--- config.mk ---
export PLATFORM = sky130hd
export DESIGN_NAME = utf8_stream_decode_validate_core
export DESIGN_NICKNAME = d
export VERILOG_FILES = /design/src/hdl/utf8sdv_pkg.sv /design/src/hdl/utf8sdv_step.sv /design/src/hdl/utf8_stream_decode_validate_core.sv
export SDC_FILE = /design/constraint.sdc
export NUM_CORES = 1
export LEC_CHECK = 0
export BUFFER_PORTS_ARGS = -buffer_cell sky130_fd_sc_hd__buf_2
export CAP_MARGIN = 20
export CORE_MARGIN = 3
export CORE_UTILIZATION = 50
export CTS_CLUSTER_DIAMETER = 150
export CTS_CLUSTER_SIZE = 16
export DETAILED_ROUTE_END_ITERATION = 16
export PLACE_DENSITY_LB_ADDON = 0.2
export SETUP_SLACK_MARGIN = 0.1
export SKIP_LAST_GASP = 1
export SLEW_MARGIN = 5
export SYNTH_ARGS = -nofsm -noshare
export SYNTH_HDL_FRONTEND = slang
export SYNTH_SLANG_ARGS = --single-unit
--- constraint.sdc ---
create_clock -name aclk -period 4.4 [get_ports aclk]
set_clock_uncertainty 0.2 [all_clocks]
set_input_delay 0.88 -clock aclk [delete_from_list [all_inputs] [get_ports aclk]]
set_output_delay 0.88 -clock aclk [all_outputs]
set_load 0.005 [all_outputs]
--- src/hdl/utf8sdv_pkg.sv ---
// Types, status codes and helpers for the UTF-8 stream decoder.
package utf8sdv_pkg;

    localparam int unsigned CpWidth = 21;

    localparam logic [1:0] ST_OK        = 2'd0;
    localparam logic [1:0] ST_BAD_LEAD  = 2'd1;
    localparam logic [1:0] ST_BAD_CONT  = 2'd2;
    localparam logic [1:0] ST_TRUNCATED = 2'd3;

    typedef struct packed {
        logic [1:0]         bytes_remaining;
        logic [CpWidth-1:0] partial_value;
        logic [2:0]         current_width;
        logic               dropping;
    } dec_state_t;

    typedef struct packed {
        logic [CpWidth-1:0] code_point;
        logic [2:0]         char_width;
        logic [1:0]         status;
        logic               string_done;
    } dec_result_t;

    // Width of a character from its lead byte; 0 for an illegal lead.
    function automatic logic [2:0] lead_width(input logic [7:0] b);
        logic [2:0] w;
        if (b[7] == 1'b0) begin
            w = 3'd1;
        end else if (b[7:5] == 3'b110) begin
            w = 3'd2;
        end else if (b[7:4] == 4'b1110) begin
            w = 3'd3;
        end else if (b[7:3] == 5'b11110) begin
            w = 3'd4;
        end else begin
            w = 3'd0;
        end
        return w;
    endfunction

    // Payload bits of a lead byte for a given width.
    function automatic logic [CpWidth-1:0] lead_payload(input logic [7:0] b,
                                                        input logic [2:0] w);
        logic [7:0] m;
        case (w)
            3'd1:    m = 8'd127;
            3'd2:    m = 8'd31;
            3'd3:    m = 8'd15;
            3'd4:    m = 8'd7;
            default: m = 8'd0;
        endcase
        return {{(CpWidth-8){1'b0}}, b & m};
    endfunction

endpackage

--- src/hdl/utf8sdv_step.sv ---
// Per-byte decode step: current state and one byte to next state and result.
module utf8sdv_step (
    input  utf8sdv_pkg::dec_state_t  cur_state,
    input  logic [7:0]               data_byte,
    input  logic                     final_byte,
    output utf8sdv_pkg::dec_state_t  next_state,
    output logic                     emit,
    output utf8sdv_pkg::dec_result_t result
);

    logic [2:0]                      w;
    logic [utf8sdv_pkg::CpWidth-1:0] shifted;
    logic [1:0]                      rem_dec;

    assign w       = utf8sdv_pkg::lead_width(data_byte);
    assign shifted = {cur_state.partial_value[utf8sdv_pkg::CpWidth-7:0], data_byte[5:0]};
    assign rem_dec = cur_state.bytes_remaining - 2'd1;

    always_comb begin
        next_state = cur_state;
        emit       = 1'b0;
        result     = '0;

        if (cur_state.dropping) begin
            if (final_byte) begin
                next_state = '0;
            end
        end else if (cur_state.bytes_remaining == 2'd0) begin
            if (w == 3'd0) begin
                next_state          = '0;
                next_state.dropping = ~final_byte;
                emit                = 1'b1;
                result.status       = utf8sdv_pkg::ST_BAD_LEAD;
                result.string_done  = 1'b1;
            end else if (w == 3'd1) begin
                next_state         = '0;
                emit               = 1'b1;
                result.code_point  = utf8sdv_pkg::lead_payload(data_byte, w);
                result.char_width  = 3'd1;
                result.status      = utf8sdv_pkg::ST_OK;
                result.string_done = final_byte;
            end else if (final_byte) begin
                // multi-byte lead on the last byte: cut short
                next_state         = '0;
                emit               = 1'b1;
                result.status      = utf8sdv_pkg::ST_TRUNCATED;
                result.string_done = 1'b1;
            end else begin
                next_state.partial_value   = utf8sdv_pkg::lead_payload(data_byte, w);
                next_state.current_width   = w;
                next_state.bytes_remaining = 2'(w - 3'd1);
            end
        end else if (data_byte[7:6] != 2'b10) begin
            next_state          = '0;
            next_state.dropping = ~final_byte;
            emit                = 1'b1;
            result.status       = utf8sdv_pkg::ST_BAD_CONT;
            result.string_done  = 1'b1;
        end else if (rem_dec == 2'd0) begin
            next_state         = '0;
            emit               = 1'b1;
            result.code_point  = shifted;
            result.char_width  = cur_state.current_width;
            result.status      = utf8sdv_pkg::ST_OK;
            result.string_done = final_byte;
        end else if (final_byte) begin
            next_state         = '0;
            emit               = 1'b1;
            result.status      = utf8sdv_pkg::ST_TRUNCATED;
            result.string_done = 1'b1;
        end else begin
            next_state.partial_value   = shifted;
            next_state.bytes_remaining = rem_dec;
        end
    end

endmodule

--- src/hdl/utf8_stream_decode_validate_core.sv ---
// Top level of the UTF-8 stream decoder and validator.
// An accepted byte passes through the input register and then the result register to m_.
// Throughput: one byte per cycle while m_ does not stall; the decode state updates in one short step.
// Bytes that complete no character (leads, middle continuations, dropped
// bytes) produce no m_ transfer. Backpressure on m_ stalls the input register.
// Reset (aresetn low, synchronous) empties both registers and clears the state.
module utf8_stream_decode_validate_core (
    input  logic        aclk,
    input  logic        aresetn,
    input  logic        s_valid,
    output logic        s_ready,
    input  logic [7:0]  s_data_byte,
    input  logic        s_final_byte,
    output logic        m_valid,
    input  logic        m_ready,
    output logic [20:0] m_code_point,
    output logic [2:0]  m_char_width,
    output logic [1:0]  m_status,
    output logic        m_string_done
);

    // Input register: holds one accepted byte until the decode step takes it.
    logic       in_valid_reg, in_valid_next;
    logic [7:0] in_byte_reg;
    logic       in_final_reg;

    // Decoder state, updated once per processed byte.
    utf8sdv_pkg::dec_state_t state_reg, state_next;

    // Result register feeding the m_ channel.
    logic                     out_valid_reg, out_valid_next;
    utf8sdv_pkg::dec_result_t out_reg;

    logic                     step_fire;
    logic                     step_emit;
    utf8sdv_pkg::dec_result_t step_result;
    logic                     s_xfer;

    // The held byte moves through the decode step whenever the result
    // register is empty or is being drained this cycle.
    assign step_fire = in_valid_reg && (!out_valid_reg || m_ready);
    assign s_ready   = !in_valid_reg || step_fire;
    assign s_xfer    = s_valid && s_ready;

    utf8sdv_step u_step (
        .cur_state  (state_reg),
        .data_byte  (in_byte_reg),
        .final_byte (in_final_reg),
        .next_state (state_next),
        .emit       (step_emit),
        .result     (step_result)
    );

    always_comb begin
        in_valid_next = s_xfer ? 1'b1 : (step_fire ? 1'b0 : in_valid_reg);
        if (step_fire) begin
            out_valid_next = step_emit;
        end else if (m_ready) begin
            out_valid_next = 1'b0;
        end else begin
            out_valid_next = out_valid_reg;
        end
    end

    always_ff @(posedge aclk) begin
        if (!aresetn) begin
            in_valid_reg  <= 1'b0;
            out_valid_reg <= 1'b0;
            state_reg     <= '0;
        end else begin
            in_valid_reg  <= in_valid_next;
            out_valid_reg <= out_valid_next;
            if (step_fire) begin
                state_reg <= state_next;
            end
        end
    end

    // Payload registers: no reset needed.
    always_ff @(posedge aclk) begin
        if (s_xfer) begin
            in_byte_reg  <= s_data_byte;
            in_final_reg <= s_final_byte;
        end
        if (step_fire && step_emit) begin
            out_reg <= step_result;
        end
    end

    assign m_valid       = out_valid_reg;
    assign m_code_point  = out_reg.code_point;
    assign m_char_width  = out_reg.char_width;
    assign m_status      = out_reg.status;
    assign m_string_done = out_reg.string_done;

endmodule

==> results of run 1 <==
==> how the worst max path moves through the flow <==
stage / to / startpoint / depth (start not counted) / slack, ns
after global placement: m_code_point[9]$_SDFFCE_PP0P_ / in_byte_reg[6]$_DFFE_PP_ / 7 / 1.46
after global routing: m_code_point[5]$_SDFFCE_PP0P_ / in_byte_reg[7]$_DFFE_PP_ / 6 / 1.05
final: m_code_point[17]$_SDFFCE_PP0P_ / in_byte_reg[6]$_DFFE_PP_ / 7 / 1.29
after floorplan: m_char_width[0]$_SDFFCE_PP0P_ / in_byte_reg[6]$_DFFE_PP_ / 6 / 0.11
after detailed placement: m_code_point[18]$_SDFFCE_PP0P_ / in_byte_reg[6]$_DFFE_PP_ / 7 / 1.32
after CTS: m_code_point[5]$_SDFFCE_PP0P_ / in_byte_reg[6]$_DFFE_PP_ / 7 / 1.28
==> layer usage <==
metal	vias up	GRT usage, %
met2	68	25.0
li1	889	-
met5	-	0
met3	10	3.76
met1	840	25.0
met4	0	9.61
==> cell type report <==
type | count | share of cell area, %
inverter | 8 | 1.00
clock buffer | 10 | 4.25
tap | 67 | 2.79
clock inverter | 6 | 2.96
sequential | 59 | 51.3
timing repair buffer | 43 | 7.33
multi-input combinational | 140 | 30.4
==> worst max-delay path, delay by kind of cell, from the launching register on <==
family / cells / cell delay (ns)
compound gates: 3 / 1.18
flops: 1 / 0.49
fa+ha+maj: 1 / 0.29
buf+inv: 2 / 0.53
simple gates: 1 / 0.09
==> cells in the final DEF (no fill, tap or decap), types with 7 or more instances in the layout <==
cell type and count:
a21oi_1 11, a22oi_1 11, and2_1 25, buf_2 41, clkbuf_8 9, dfxtp_1 23
edfxtp_1 36, inv_1 7, nand3_1 14, nor2_1 16
==> cells by family (layout without fill, tap and decap cells) <==
family / after synthesis / in the layout
compound gates: 44 / 44
flops: 59 / 59
fa+ha+maj: 6 / 6
buf+inv: 22 / 67
simple gates: 89 / 89
mux: 1 / 1
==> through the flow <==
| stage | cell area, sq um | hold slack (ns) | setup slack (ns) | utilization (%) |
|---|---|---|---|---|
| 2_1_floorplan | 2520 | 0.245 | 0.108 | - |
| 4_1_cts | 3000 | 0.271 | 1.28 | 62.4 |
| 6_report | 3000 | 0.268 | 1.29 | 62.4 |
| 3_3_place_gp | 2790 | 0.256 | 1.46 | 57.9 |
| 5_1_grt | 3000 | 0.293 | 1.05 | 62.4 |
| 3_5_place_dp | 2790 | 0.265 | 1.32 | 57.9 |
==> power groups by stage <==
stage	sequential [W]	combinational (W)	clock, W
global route	0.000623	0.0000903	0.000561
detailed placement	0.000633	0.0000812	0
floorplan	0.000630	0.0000501	0
finish	0.000621	0.0000809	0.000532
CTS	0.000621	0.0000817	0.000538
global placement	0.000633	0.0000811	0
==> impl_metrics.toml, run 1 <==
[outcome]
status = "complete, no violations"

[setup_path]
critPathRequiredTime_ns = 4.22
cp-end-kind = "flip-flop"
regToRegSetupSlack_ns = 1.29
crit_chain = "nand2_1, o21ai_0, inv_1, ha_1, o21ai_0, a311oi_4, buf_4"
crit_type = "flip-flop to flip-flop"
cpMostUsedCell = "o21ai_0"
worst_setup_path_start_kind = "flip-flop"
worstPathArrival_ns = 2.93
r2r_end = "m_code_point[17]$_SDFFCE_PP0P_"
cp_slowest_cell = "a311oi_4"
ff2ff_path_depth = 7
slowest_delay_ns = 0.65
path_max_fanout = 20
r2r_start = "in_byte_reg[6]$_DFFE_PP_"

[synthesis]
synth_top_family_by_area = "simple AND/OR/NAND/NOR gates"
syn_nets = 240
synth_cell_types = 42
ys_seq_area_share_pct = 61.1
yosys.area.top_type_share_pct = 42.8
synth_common_cells = "36 x edfxtp_1, 25 x and2_1, 23 x dfxtp_1, 16 x nor2_1, 14 x nand3_1"
synthesis.area_sq_mm = 0.00252
synthAdderAreaFrac_pct = 2.97
yosysWarnings = 0
synth.avg_cell_area_sq_um = 11.4
postSynthRegisterBits = 59
synth_edf_count = 36
yosysMostFrequentCell = "edfxtp_1"
ys_async_sr_fraction_pct = 0
synthXorXnorAreaFrac_pct = 0
yosys_most_used_dff = "edfxtp_1"
synth.top_cells.by_area = "edfxtp_1 43%, dfxtp_1 18%, and2_1 6.2%, a22oi_1 3.3%, ha_1 3.0%"
muxShareOfSynthArea_pct = 0.396
synth.largest_area_cell = "edfxtp_1"
synth-compound-area-share_pct = 12.0
yosys.area_share.simple_pct = 20.1
syn-instance-count = 221

[sta]
fin_tns_setup_ns = 0
rsz0062_at_grt = "false"
drv_slew = 0
max_freq_mhz = 322
worst_pin_slew_ns = 0.832
hold_viol_final = 0
max_slew_margin_pct = 44.3
setup_viol = 0
period_minus_slack_ns = 3.11
fin_crit_sh_pct = 70.6

[cts]
cts_tree = "yes"
ctsHoldBuffers = 0
ctsLongestPathBuffers = 2
post_cts_buffers = 0
cts_sinks = 59
cts.repair.resized = 0
cts_root_buf = "clkbuf_8"
cts.clk_slew.worst_paths_ns = 0.07
cts_buffers = 9
htree_levels = 3
clk_latency_ns = 0.34

[worst_hold_path]
hold_depth = 2
hold_start = "state_reg[3]$_SDFFE_PN0P_"
worstHoldEndpoint = "state_reg[3]$_SDFFE_PN0P_"
worst_hold_path_type = "flip-flop to flip-flop"

[power]
ir_worst_vdd_mv = 0.217
powerDensity_mw_per_mm2 = 411
switching_share_pct = 22.2
p_int_w = 0.000960
power.total_w = 0.00123
power_frac_seq_pct = 50.3
power_frac_comb_pct = 6.6
p_clk_share_pct = 43.1
switchingPower_w = 0.000275
p_leak_nw = 1.11

[finish]
multiInputGateArea_sq_um = 912
area_growth_pct = 19.0
final_nets = 280
seqCellArea_sq_mm = 0.00154
drive_gt1_share_pct = 23.7
num_antenna_cells = 0
fill_cells = 390
instances_no_fill = 333

[global_routing]
grt_pass1_wl_um = 8010
grt_max_degree = 21
grt_usage_pct = 17.6
overflow = 0
grt_pass1_vias = 1624
antenna_found_initial = 0

[route]
top_layer = "met4"
drtIter0Drc = 123
drt_drc_violations_left = 0
drt_first_pass_iters = 4
route.met2.wl_um = 2150
num_vias = 1807
routed_wl_um = 4890
detail-route-antenna-nets = 0
avgViaCountPerCell = 5.43
wire_per_inst_um = 14.7
wl_met3_um = 318
routedLengthMet1_um = 2310

[die]
die-area_sq_mm = 0.00594
pin_count = 42
rows = 25
dieHeight_um = 77.1
core_area_sq_mm = 0.00482
start_util_pct = 52.4
die_x_um = 77.1

[flow_run]
drv_cap = 0

[placement]
gp_congestion = 0.872
hpwl_um = 3370
port_buffers = 41
dp_cells = 317
Power figures use the tool's default switching activity.
==> run 2: changes to the inputs <==
- CORE_UTILIZATION: 50 -> 55
- clock period: 4.4 -> 3 ns (I/O delays scaled with it)
==> impl_metrics.toml, run 2 (synthesis results as in run 1) <==
[route]
drt_first_pass_iters = 5
routed_wl_um = 4960
drtIter0Drc = 129
wire_per_inst_um = 15.4
avgViaCountPerCell = 5.63
num_vias = 1812
detail-route-antenna-nets = 0
drt_drc_violations_left = 0

[die]
core_area_sq_mm = 0.00438
die_x_um = 73.8
die-area_sq_mm = 0.00544
rows = 24
pin_count = 42
start_util_pct = 57.6
dieHeight_um = 73.8

[finish]
final_nets = 284
most-common-layout-cells = "41 x buf_2, 36 x edfxtp_1, 25 x and2_1"
fill_cells = 323
drive_gt1_share_pct = 25.2
final_area_sq_mm = 0.00301
final_common_cell = "buf_2"
num_antenna_cells = 0
area_growth_pct = 19.3

[flow_run]
drv_cap = 0

[global_routing]
grt_pass1_vias = 1639
grt_pass1_wl_um = 8030
overflow = 0
antenna_found_initial = 0
grt_usage_pct = 20.2
grt_max_degree = 29

[worst_hold_path]
hold_depth = 1
worst_hold_path_type = "input port to flip-flop"

[sta]
fin_crit_sh_pct = 85.7
max_slew_margin_pct = 51.3
rsz0062_at_grt = "false"
worst_slack_ns = 0.430
period_minus_slack_ns = 2.57
fin_tns_setup_ns = 0
hold_slack_ns = 0.242
drv_slew = 0
setup_viol = 0
worst_pin_slew_ns = 0.723
hold_viol_final = 0
max_freq_mhz = 389

[cts]
cts_sinks = 59
cts_buffers = 9
htree_levels = 3
clk_latency_ns = 0.33
cts_tree = "yes"
cts.clk_slew.worst_paths_ns = 0.07
post_cts_buffers = 0
ctsHoldBuffers = 0
cts_root_buf = "clkbuf_8"
ctsLongestPathBuffers = 2

[placement]
dp_slack_ns = 0.378
port_buffers = 41
place_area_sq_mm = 0.00281
hpwl_um = 3380
gp_congestion = 0.957

[power]
ir_worst_vdd_mv = 0.417
powerDensity_mw_per_mm2 = 582
p_leak_nw = 1.13

[setup_path]
cp-end-kind = "flip-flop"
worst_setup_path_start_kind = "flip-flop"
worstPathArrival_ns = 2.41
critPathRequiredTime_ns = 2.84
ff2ff_path_depth = 7
crit_type = "flip-flop to flip-flop"
path_max_fanout = 28

[outcome]
status = "complete, no violations"
## run 2: cell count changes in the layout (fill, tap and decap cells not counted), sizes merged
cell	change
clkinv	+1
bufinv	-1
buf	+4
## run 2: power breakdown
group | switching, W | internal (W)
registers | 0.0000192 | 0.000892
clock network | 0.000311 | 0.000405
logic | 0.0000739 | 0.0000516
## run 2: path summary, 6_finish.rpt
kind / from / end / slack, ns
max reg2reg: in_byte_reg[6]$_DFFE_PP_ / m_code_point[17]$_SDFFCE_PP0P_ / 0.43
max: in_byte_reg[6]$_DFFE_PP_ / m_code_point[17]$_SDFFCE_PP0P_ / 0.43
min reg2reg: state_reg[2]$_SDFFE_PN0P_ / state_reg[2]$_SDFFE_PN0P_ / 0.27
min: s_final_byte / in_final_reg$_DFFE_PP_ / 0.24
## run 2: layout make-up
type | count | area [sq um] | share of cell area (%)
sequential | 59 | 1540 | 51.2
multi-input combinational | 140 | 912 | 30.3
timing repair buffer | 47 | 263 | 8.72
clock buffer | 10 | 138 | 4.57
tap | 52 | 65.1 | 2.16
clock inverter | 6 | 63.8 | 2.12
inverter | 8 | 30.0 | 0.997
## run 2: through the flow
stage	instances	utilization, %	power, W
CTS	322	68.7	0.00177
floorplan	221	-	0.000999
detailed placement	306	64.1	0.00105
global placement	306	64.1	0.00105
finish	322	68.7	0.00175
global route	322	68.7	0.00182
## run 2: repair_timing
action / CTS / global route
endpoints found under the setup margin: 0 / 28
endpoints found under the hold margin: 0 / 0
resized for setup: 0 / 1
## run 2: worst max-delay path, cell delays in order, from the launching register on
cell and delay (ns):
edfxtp_1 0.49, nand2_1 0.10, o21ai_1 0.13, inv_1 0.12, ha_1 0.28, o21ai_0 0.32, a311oi_4 0.40, buf_12 0.24
## run 2: per-layer routing
layer  GRT usage, %  vias up  share of wire, %
met5              0        -                 0
li1               -      897                 -
met3           6.16       10               8.0
met2           27.0       70                44
met4           11.7        0               1.7
met1           28.6      835                47
